File: src/hw/rtl/svl_pkg.sv
// ---------------------------------------------------------------------------
// svl_pkg: shared types and constants
// Request and response payloads, operation and status codes, and the
// command that the sequencer hands to the row of list cells.
// ---------------------------------------------------------------------------
`default_nettype none

package svl_pkg;

    // most results that one dump request produces
    localparam int MAX_RESULTS = 16;

    typedef enum logic [1:0] {
        OP_INSERT = 2'd0,
        OP_REMOVE = 2'd1,
        OP_DUMP   = 2'd2,
        OP_CLEAR  = 2'd3
    } svl_op_t;

    typedef enum logic [1:0] {
        ST_OK        = 2'd0,
        ST_NOT_FOUND = 2'd1,
        ST_EMPTY     = 2'd2,
        ST_FULL      = 2'd3
    } svl_status_t;

    // what every cell does in the coming cycle
    typedef enum logic [1:0] {
        CMD_HOLD   = 2'd0,
        CMD_INSERT = 2'd1,
        CMD_REMOVE = 2'd2,
        CMD_ROTATE = 2'd3
    } svl_cmd_t;

    typedef struct packed {
        svl_op_t            opcode;
        logic signed [31:0] operand;
    } svl_req_t;

    typedef struct packed {
        svl_status_t        status;
        logic signed [31:0] entry_value;
        logic               last_of_run;
        logic [4:0]         occupancy;
    } svl_rsp_t;

endpackage

`default_nettype wire

File: src/hw/rtl/svl_cell.sv
// ---------------------------------------------------------------------------
// svl_cell: one slot of the sorted list
// Holds one entry, compares it against the request operand and takes its next
// value from itself, the operand, a neighbor or the head cell as commanded.
// ---------------------------------------------------------------------------
`default_nettype none

module svl_cell #(
    parameter int DATA_WIDTH = 32
) (
    input  wire logic                  clk,
    input  wire svl_pkg::svl_cmd_t     cmd,
    input  wire logic [DATA_WIDTH-1:0] operand,
    input  wire logic                  used,
    input  wire logic                  tail,
    input  wire logic                  left_lt,
    input  wire logic [DATA_WIDTH-1:0] left_value,
    input  wire logic [DATA_WIDTH-1:0] right_value,
    input  wire logic [DATA_WIDTH-1:0] head_value,
    input  wire logic                  seen_in,
    output logic [DATA_WIDTH-1:0]      value,
    output logic                       lt,
    output logic                       seen_out
);
    import svl_pkg::*;

    logic [DATA_WIDTH-1:0] value_reg;
    logic [DATA_WIDTH-1:0] value_next;
    logic                  eq;

    // compare against the operand
    assign lt       = used && ($signed(value_reg) < $signed(operand));
    assign eq       = used && (value_reg == operand);
    assign seen_out = seen_in || eq;
    assign value    = value_reg;

    // next entry value
    always_comb
    begin
        value_next = value_reg;
        case (cmd)
            CMD_INSERT:
            begin
                if (!lt)
                begin
                    value_next = left_lt ? operand : left_value;
                end
            end
            CMD_REMOVE:
            begin
                if (seen_out)
                begin
                    value_next = right_value;
                end
            end
            CMD_ROTATE:
            begin
                value_next = tail ? head_value : right_value;
            end
            default:
            begin
                value_next = value_reg;
            end
        endcase
    end

    // entry storage, no reset: only slots below the count are ever read
    always_ff @(posedge clk)
    begin
        value_reg <= value_next;
    end

endmodule

`default_nettype wire

File: src/hw/rtl/svl_seq.sv
// ---------------------------------------------------------------------------
// svl_seq: request sequencer
// Decodes requests, keeps the entry count, steps a dump through the cell
// ring and holds the response register.
// ---------------------------------------------------------------------------
`default_nettype none

module svl_seq #(
    parameter int CAPACITY = 16,
    parameter int CNT_W    = 5
) (
    input  wire logic               clk,
    input  wire logic               rst_n,
    input  wire logic               req_valid,
    output logic                    req_ready,
    input  wire svl_pkg::svl_req_t  req_data,
    output logic                    rsp_valid,
    input  wire logic               rsp_ready,
    output svl_pkg::svl_rsp_t       rsp_data,
    input  wire logic               found,
    input  wire logic [31:0]        head_value,
    output svl_pkg::svl_cmd_t       cmd,
    output logic [CNT_W-1:0]        count
);
    import svl_pkg::*;

    typedef enum logic [1:0] {
        S_IDLE = 2'b01,
        S_DUMP = 2'b10
    } state_t;

    localparam int CMP_W = (CNT_W > 5) ? CNT_W : 5;

    state_t             state_reg, state_next;
    logic [CNT_W-1:0]   count_reg, count_next;
    logic [CNT_W-1:0]   step_reg, step_next;
    logic               rsp_valid_reg, rsp_valid_next;
    svl_rsp_t           rsp_reg, rsp_next;

    logic               out_free;
    logic [CMP_W-1:0]   count_wide;
    logic [CMP_W-1:0]   step_wide;
    logic [CMP_W-1:0]   dump_len;
    logic [CMP_W-1:0]   occ_wide;
    logic               emitting;
    logic               last_emit;
    logic               full;
    logic               empty;
    logic               load;
    svl_status_t        ld_status;
    logic [31:0]        ld_value;
    logic               ld_last;

    // response register is free when empty or being taken
    assign out_free  = !rsp_valid_reg || rsp_ready;
    assign req_ready = (state_reg == S_IDLE) && out_free;

    // dump length and progress
    assign count_wide = CMP_W'(count_reg);
    assign step_wide  = CMP_W'(step_reg);
    assign dump_len   = (count_wide > CMP_W'(MAX_RESULTS)) ? CMP_W'(MAX_RESULTS) : count_wide;
    assign emitting   = step_wide < dump_len;
    assign last_emit  = (step_wide + CMP_W'(1)) == dump_len;
    assign full       = count_reg == CNT_W'(CAPACITY);
    assign empty      = count_reg == '0;

    // request decode and dump stepping
    always_comb
    begin
        state_next = state_reg;
        count_next = count_reg;
        step_next  = step_reg;
        cmd        = CMD_HOLD;
        load       = 1'b0;
        ld_status  = ST_OK;
        ld_value   = '0;
        ld_last    = 1'b1;

        unique case (state_reg)
            S_IDLE:
            begin
                if (req_valid && req_ready)
                begin
                    case (req_data.opcode)
                        OP_INSERT:
                        begin
                            load = 1'b1;
                            if (full)
                            begin
                                ld_status = ST_FULL;
                            end
                            else
                            begin
                                cmd        = CMD_INSERT;
                                count_next = count_reg + CNT_W'(1);
                            end
                        end
                        OP_REMOVE:
                        begin
                            load = 1'b1;
                            if (empty)
                            begin
                                ld_status = ST_EMPTY;
                            end
                            else if (!found)
                            begin
                                ld_status = ST_NOT_FOUND;
                            end
                            else
                            begin
                                cmd        = CMD_REMOVE;
                                count_next = count_reg - CNT_W'(1);
                            end
                        end
                        OP_DUMP:
                        begin
                            if (empty)
                            begin
                                load      = 1'b1;
                                ld_status = ST_EMPTY;
                            end
                            else
                            begin
                                state_next = S_DUMP;
                                step_next  = '0;
                            end
                        end
                        default:
                        begin
                            load       = 1'b1;
                            count_next = '0;
                        end
                    endcase
                end
            end
            S_DUMP:
            begin
                // rotate the ring once per step, emitting the head while in range
                if (!emitting || out_free)
                begin
                    cmd       = CMD_ROTATE;
                    step_next = step_reg + CNT_W'(1);
                    if (emitting)
                    begin
                        load     = 1'b1;
                        ld_value = head_value;
                        ld_last  = last_emit;
                    end
                    if (step_reg == count_reg - CNT_W'(1))
                    begin
                        state_next = S_IDLE;
                    end
                end
            end
            default:
            begin
                state_next = S_IDLE;
            end
        endcase
    end

    // response register load
    assign occ_wide = CMP_W'(count_next);

    always_comb
    begin
        rsp_next = rsp_reg;
        if (load)
        begin
            rsp_next.status      = ld_status;
            rsp_next.entry_value = ld_value;
            rsp_next.last_of_run = ld_last;
            rsp_next.occupancy   = occ_wide[4:0];
        end
        rsp_valid_next = load || (rsp_valid_reg && !rsp_ready);
    end

    // control state
    always_ff @(posedge clk or negedge rst_n)
    begin
        if (!rst_n)
        begin
            state_reg     <= S_IDLE;
            count_reg     <= '0;
            step_reg      <= '0;
            rsp_valid_reg <= 1'b0;
        end
        else
        begin
            state_reg     <= state_next;
            count_reg     <= count_next;
            step_reg      <= step_next;
            rsp_valid_reg <= rsp_valid_next;
        end
    end

    // response payload
    always_ff @(posedge clk)
    begin
        rsp_reg <= rsp_next;
    end

    assign rsp_valid = rsp_valid_reg;
    assign rsp_data  = rsp_reg;
    assign count     = count_reg;

endmodule

`default_nettype wire

File: src/hw/rtl/sorted_value_list.sv
// Sorted value list: holds up to CAPACITY signed values in ascending order
// in a row of cells. For insert and remove all cells compare against the
// operand at once and shift toward their neighbor in the same cycle, and
// clear resets the count; one such request is accepted per cycle while the
// response register is free. A dump of a list holding N entries occupies
// the block for N steps: the cell ring rotates by one slot per step, the head
// cell supplying the emitted entry, and after N steps the order is back in
// place; the first min(N, 16) entries are emitted, one per cycle unless the
// response side stalls. A dump or remove on an empty list answers ST_EMPTY.
// Occupancy reports the entry count modulo 32; entries wider than 32 bits are
// reported by their low 32 bits.
// ---------------------------------------------------------------------------
// sorted_value_list: bounded sorted multiset
// Top level: the cell row and the request sequencer.
// ---------------------------------------------------------------------------
`default_nettype none

module sorted_value_list #(
    parameter int CAPACITY   = 16,
    parameter int DATA_WIDTH = 32
) (
    input  wire logic              clk,
    input  wire logic              rst_n,
    input  wire logic              req_valid,
    output logic                   req_ready,
    input  wire svl_pkg::svl_req_t req_data,
    output logic                   rsp_valid,
    input  wire logic              rsp_ready,
    output svl_pkg::svl_rsp_t      rsp_data
);
    import svl_pkg::*;

    localparam int CNT_W = $clog2(CAPACITY + 1);
    localparam int EXT_W = (DATA_WIDTH > 32) ? DATA_WIDTH : 32;

    svl_cmd_t               cmd_w;
    logic [CNT_W-1:0]       count_w;
    logic [DATA_WIDTH-1:0]  operand_w;
    logic [DATA_WIDTH-1:0]  val_w  [CAPACITY];
    logic                   lt_w   [CAPACITY];
    logic                   seen_w [CAPACITY+1];
    logic [EXT_W-1:0]       head_ext;
    logic                   found_w;

    // operand at storage width, sign extended or truncated
    assign operand_w = DATA_WIDTH'(req_data.operand);
    assign head_ext  = EXT_W'($signed(val_w[0]));
    assign seen_w[0] = 1'b0;
    assign found_w   = seen_w[CAPACITY];

    // row of list cells
    for (genvar gi = 0; gi < CAPACITY; gi++)
    begin : g_cell
        logic                  left_lt;
        logic [DATA_WIDTH-1:0] left_value;
        logic [DATA_WIDTH-1:0] right_value;

        if (gi == 0)
        begin : g_first
            assign left_lt    = 1'b1;
            assign left_value = val_w[0];
        end
        else
        begin : g_mid
            assign left_lt    = lt_w[gi-1];
            assign left_value = val_w[gi-1];
        end

        if (gi == CAPACITY - 1)
        begin : g_last
            assign right_value = val_w[gi];
        end
        else
        begin : g_inner
            assign right_value = val_w[gi+1];
        end

        svl_cell #(
            .DATA_WIDTH (DATA_WIDTH)
        ) u_cell (
            .clk         (clk),
            .cmd         (cmd_w),
            .operand     (operand_w),
            .used        (CNT_W'(gi) < count_w),
            .tail        (count_w == CNT_W'(gi + 1)),
            .left_lt     (left_lt),
            .left_value  (left_value),
            .right_value (right_value),
            .head_value  (val_w[0]),
            .seen_in     (seen_w[gi]),
            .value       (val_w[gi]),
            .lt          (lt_w[gi]),
            .seen_out    (seen_w[gi+1])
        );
    end

    // request sequencer and response register
    svl_seq #(
        .CAPACITY (CAPACITY),
        .CNT_W    (CNT_W)
    ) u_seq (
        .clk        (clk),
        .rst_n      (rst_n),
        .req_valid  (req_valid),
        .req_ready  (req_ready),
        .req_data   (req_data),
        .rsp_valid  (rsp_valid),
        .rsp_ready  (rsp_ready),
        .rsp_data   (rsp_data),
        .found      (found_w),
        .head_value (head_ext[31:0]),
        .cmd        (cmd_w),
        .count      (count_w)
    );

`ifndef NO_ASSERTIONS
    // count never passes capacity
    a_count_bound: assert property (@(posedge clk) disable iff (!rst_n)
        count_w <= CNT_W'(CAPACITY))
        else $error("entry count above capacity");

    // no request taken while a response is stalled
    a_no_overrun: assert property (@(posedge clk) disable iff (!rst_n)
        (req_valid && req_ready) |-> !(rsp_valid && !rsp_ready))
        else $error("request accepted over a stalled response");

    // a successful remove drops the count by one
    a_remove_count: assert property (@(posedge clk) disable iff (!rst_n)
        (req_valid && req_ready && req_data.opcode == OP_REMOVE
         && count_w != '0 && found_w)
        |=> count_w == $past(count_w) - CNT_W'(1))
        else $error("remove did not shrink the list");

    // a dump of a non-empty list holds off the next request
    a_dump_busy: assert property (@(posedge clk) disable iff (!rst_n)
        (req_valid && req_ready && req_data.opcode == OP_DUMP && count_w != '0)
        |=> !req_ready)
        else $error("request accepted during dump");
`endif

endmodule

`default_nettype wire
File: config.mk
export PLATFORM = sky130hd
export DESIGN_NAME = sorted_value_list
export DESIGN_NICKNAME = d
export VERILOG_FILES = /design/src/hw/rtl/svl_pkg.sv /design/src/hw/rtl/svl_cell.sv /design/src/hw/rtl/svl_seq.sv /design/src/hw/rtl/sorted_value_list.sv
export SDC_FILE = /design/constraint.sdc
export NUM_CORES = 2
export LEC_CHECK = 0
export BUFFER_PORTS_ARGS = -buffer_cell sky130_fd_sc_hd__buf_4
export CORE_ASPECT_RATIO = 1.75
export CORE_UTILIZATION = 34
export CTS_CLUSTER_DIAMETER = 80
export CTS_CLUSTER_SIZE = 25
export DETAILED_ROUTE_END_ITERATION = 12
export HOLD_SLACK_MARGIN = 0.1
export PLACE_DENSITY = 0.5
export SLEW_MARGIN = 20
export SYNTH_ARGS = -nofsm -noshare
export SYNTH_HDL_FRONTEND = slang
export SYNTH_HIERARCHICAL = 1
export SYNTH_SLANG_ARGS = --single-unit
File: constraint.sdc
create_clock -name clk -period 21.7 [get_ports clk]
set_input_delay 2.17 -clock clk [delete_from_list [all_inputs] [get_ports clk]]
set_output_delay 2.17 -clock clk [all_outputs]
set_load 0.02 [all_outputs]
After elaboration in Yosys (flattened, before gate mapping)
Index checks and enable logic that the tools add are counted.
- register bits: 565
- input port bits: 38
- word-level logic and storage cells: 335
- add/subtract/negate cells: 3
- $lt $le $gt $ge: 34
- eq/ne operators: 79
- multiplexer cells: 114
- reduce and logical (&&, ||, !) cells: 81
- operators by type and width (operator ; count):
    $mux 32 ; 62
    $pmux 32 s3 ; 15
    $eq 32x32->1 ; 16
    $lt 32x32->1 ; 16
    $pmux 32 s2 ; 1
    $mux 5 ; 10
    $reduce_and 3->1 ; 16
    $eq 5x4->1 const B ; 8
    $lt 4x5->1 const A ; 8
    $ne 2x2->1 const B ; 20
    $ne 2x1->1 const B ; 18
    $logic_and 1x1->1 ; 35
    $mux 2 ; 12
    $eq 5x3->1 const B ; 4
    $lt 3x5->1 const A ; 4
    $logic_or 1x1->1 ; 18
    $pmux 5 s3 ; 1
    $pmux 2 s2 ; 3
    $add 5x1->5 const B ; 2
    $eq 5x2->1 const B ; 2
    $eq 5x5->1 ; 2
    $lt 1x5->1 const A ; 2
    $lt 2x5->1 const A ; 2
    $pmux 5 s2 ; 1
    other kinds (18) ; 33

Depth between registers and ports, before layout
- depth in word-level cells: 25
- mapped depth: 44
- depth with buffers taken out: 42

Hierarchy
Netlist, hierarchy kept.
- modules (own cells, without submodules) (module ; times used ; cells an instance ; area each (um2) ; seq. area each (um2)):
    svl_cell at g_cell[0].u_cell ... ; 15 ; 302 ; 2845.2 ; 960.9
    svl_cell at g_cell[9].u_cell ; 1 ; 298 ; 2816.5 ; 960.9
    svl_seq ; 1 ; 256 ; 2808.9 ; 1527.7
    sorted_value_list ; 1 ; 53 ; 269.0 ; 0.0

Worst setup path after synthesis
Ideal clock, no wire load.
- path kind: in2reg
- from: input req_data[31] in the netlist's numbering
- to: register g_cell[9].u_cell.value_reg[0], enable pin
- data arrival time: 9.479 ns
- data required time: 21.298 ns
- path slack: 11.820 ns
- cell stages on the path: 43
- buffers on the path: 2
- cells stage by stage: inv_1 ha_1 nand4_2 nor4_2 nand3_1 o41ai_1 inv_1 o41ai_1 inv_1 o41ai_1 inv_1 o41ai_1 inv_1 o41ai_1 inv_1 o41ai_1 inv_1 o41ai_1 [7 not listed] inv_1 o41ai_1 inv_1 o41ai_1 inv_1 o41ai_1 inv_1 o41ai_1 inv_1 o41ai_1 nand2_1 nor3_1 nand2_1 a21oi_1 inv_1 clkbuf_1 clkbuf_1 a41oi_2
- RTL lines (what ; line ; source):
    start: declaration ; sorted_value_list.sv:26 ; input wire svl_pkg::svl_req_t req_data,
    end signal: assignment ; svl_cell.sv:70 ; value_reg <= value_next;
    end: declaration ; svl_cell.sv:27 ; logic [DATA_WIDTH-1:0] value_reg;

==> summary by stage <==
Synth
The number of standard cells after synthesis is 5136. For this run, the number of Yosys warnings is 6. The area of the mapped netlist is 0.0486 mm². Each instance of the synthesized netlist takes up on average 9.46 µm². The total nets after synthesis is 5696.

Run status
The flow ran to the end, but the final reports show violations. The final reports fail on DRC.

Clocking
The cell sitting at the root of the clock tree is a sky130_fd_sc_hd__clkbuf_16. The number of hold buffers added after CTS was 0. In this run the number of H-tree levels came out at 1. The clock sink count is 565. The longest clock path from root to sink contains 3 buffers.

TritonCTS built the clock tree. The source-to-sink clock delay at the later pin of the worst-skew pair is 750 ps. The number of buffers created by CTS is 31. The buffers inserted during post-CTS setup optimization is 0.

The register clock-pin slew on the reported worst setup and hold paths is 100 ps. The post-cts resize count is 0.

Floorplanning
The floorplan step defined a core boundary enclosing 0.142 mm². The die is 502 µm tall. Once the floorplan was initialized, standard cells occupied 34.2% of the core. In this run the horizontal extent of the chip is between 200 and 300 µm. The floorplan has 183 rows. The die covers 0.144 mm². The number of top-level design ports is 80.

Power
The analysis attributes to cell leakage a power of 22.0 nW. The areal power density over the cells is between 100 and 150 mW/mm². The worst supply voltage drop on vdd is 0.0000944 V.

Cells and area
The summed area of non-filler cells in the final layout is 0.0526 mm². The signed area change from the synthesized netlist to the final layout is 8.25%. The filler cell count in the final layout is between 10000 and 15000.

The register with the most flip-flops in the layout has 512 of them. At the end of the flow, the number of nets in the layout was 5610. The post-route netlist has 7.88% of its cells at a drive strength greater than 1.

Run
Max-cap violations in this run came to 0.

Global routing
For this run, global-route usage on met1 was measured as 31.6%. The number of global-route vias before repair came to 43000. The total global routing overflow is 0. The number of antenna violations at the first check in global routing was 15. Entering global routing, the biggest net connects roughly 200 pins. For met3 alone, demand over resource in global routing was under 10%. The first global-routing pass estimated 318 mm of wire. For met2 alone, demand over resource in global routing was 54.8%. Global routing consumed, over all layers together, 30.9% of the routing resources. The layer carrying the most global-route usage is met2.

Setup path
The type of the worst setup path is input pin to register. The kind of cell adding the most delay to the critical path is compound AO/OA/AOI/OAI gates. The kind of capture point of the worst setup path is a register.

The slowest stage of the critical path belongs to the cell sky130_fd_sc_hd__nor4_4. The buffer and inverter count on the worst path is 20. The highest net fanout along the worst path is 65. The register-to-register path setup slack is between 10000 and 15000 ps. The arrival time reported for the critical path endpoint is about 13000 ps. The critical path required time is 22130 ps. The startpoint type of the worst setup path is an input pin.

The peak per-stage delay on the critical path is 790 ps.

Detailed routing
The via count normalized by instance count is 6.27. The final routed wire length divided by cell count is 32.9 µm. The total wire length after detailed routing is 228 mm.

The first-iteration detailed-routing DRC count is 3760. The number of nets with antenna violations after routing is 0. The final route contains between 40000 and 50000 vias. The length of the first detailed-routing pass in iterations is 12. For this run, design rule violations remaining after detail routing come to 6.

Timing
Based on the critical path, the design can be clocked at up to 80.2 MHz. After layout, the worst path uses 57.5% of the clock period. Setup repair after global routing left no endpoint under its margin. The max-slew violation total from the final report is 0. In this run the tightest slew margin relative to its limit is 21.7%. The sum of negative setup slack is 0 ps. At the pin with the least slew margin, the transition time is 1170 ps. The minimum period implied by the final worst setup slack is 12480 ps.

The worst clock skew is 62.9 ps. Setup violations remaining at the end of the flow were counted as 0. The count of final hold-check violations is 0.

Place
The routability congestion estimate from global placement is 0.998. In this run the cell area measured after placement is 0.0513 mm². The HPWL after detailed placement is 163 mm. The count of input and output buffers is 79.

Worst hold path
The class of the tightest hold or removal check is register to register.
[area by class of cell]
| type | instances | area [µm²] | area share (%) |
|---|---|---|---|
| sequential | 565 | 16900 | 32.2 |
| tap | 1850 | 2310 | 4.40 |
| timing repair buffer | 220 | 1850 | 3.52 |
| multi-input combinational | 3664 | 28300 | 53.9 |
| inverter | 568 | 2130 | 4.06 |
| antenna | 18 | 45.0 | 0.0857 |
| clock buffer | 36 | 795 | 1.51 |
| clock inverter | 21 | 220 | 0.419 |
[power by group]
group	switching, mW	internal (mW)
sequential	0.598	1.93
combinational	2.32	1.22
clock	0.455	0.291
total	3.38	3.44
[cells in the final DEF (no fill, tap or decap), types with 17 or more instances in the layout]
cell	instances
sky130_fd_sc_hd__o41ai_1	17
sky130_fd_sc_hd__nand4_1	68
sky130_fd_sc_hd__a21o_1	32
sky130_fd_sc_hd__o21ai_0	32
sky130_fd_sc_hd__nand2b_1	22
sky130_fd_sc_hd__ha_1	522
sky130_fd_sc_hd__nor2_1	69
sky130_fd_sc_hd__nor3_1	24
sky130_fd_sc_hd__a211oi_1	528
sky130_fd_sc_hd__mux2i_1	512
sky130_fd_sc_hd__o21ai_1	55
sky130_fd_sc_hd__a221oi_1	29
sky130_fd_sc_hd__or3_1	18
sky130_fd_sc_hd__buf_4	207
sky130_fd_sc_hd__nand2_1	157
sky130_fd_sc_hd__and2_1	33
sky130_fd_sc_hd__and3_1	515
sky130_fd_sc_hd__inv_1	552
sky130_fd_sc_hd__diode_2	18
sky130_fd_sc_hd__nand3_1	74
sky130_fd_sc_hd__clkbuf_16	31
sky130_fd_sc_hd__a21oi_1	719
sky130_fd_sc_hd__edfxtp_1	552
sky130_fd_sc_hd__o211ai_1	19
[path summary, 6_finish.rpt]
path                                                      start                               endpoint  cells past startpoint
setup / recovery                                   req_data[30]  g_cell[15].u_cell/value[13]$_DFFE_PP_                     45
hold / removal                   u_seq/state_reg[0]$_DFFE_PN1P_         u_seq/state_reg[0]$_DFFE_PN1P_                      1
setup reg to reg           g_cell[0].u_cell/value[24]$_DFFE_PP_  g_cell[15].u_cell/value[13]$_DFFE_PP_                     44
hold reg to reg                  u_seq/state_reg[0]$_DFFE_PN1P_         u_seq/state_reg[0]$_DFFE_PN1P_                      1
max in group asynchronous                                 rst_n         u_seq/state_reg[0]$_DFFE_PN1P_                      1
min in group asynchronous                                 rst_n               u_seq/count[2]$_DFF_PN0_                      1
[per-stage QoR]
stage	setup slack (ps)	hold slack (ps)	total power, mW	util (%)	cells
after global placement	9000	489	5.90	36.1	6857
after global routing	8670	528	7.12	37.0	6926
after detailed placement	9110	493	5.99	36.2	6861
final	9220	504	6.82	37.0	6942
after CTS	9850	508	6.73	36.9	6918
after floorplan	11820	475	4.48	-	5136
[per-layer routing]
metal | wire [µm] | share of wire [%]
met5 | 0 | 0
met2 | 116000 | 51
met3 | 10500 | 4.6
met1 | 77500 | 34
met4 | 24600 | 11
(Power assumes the default switching activity.)
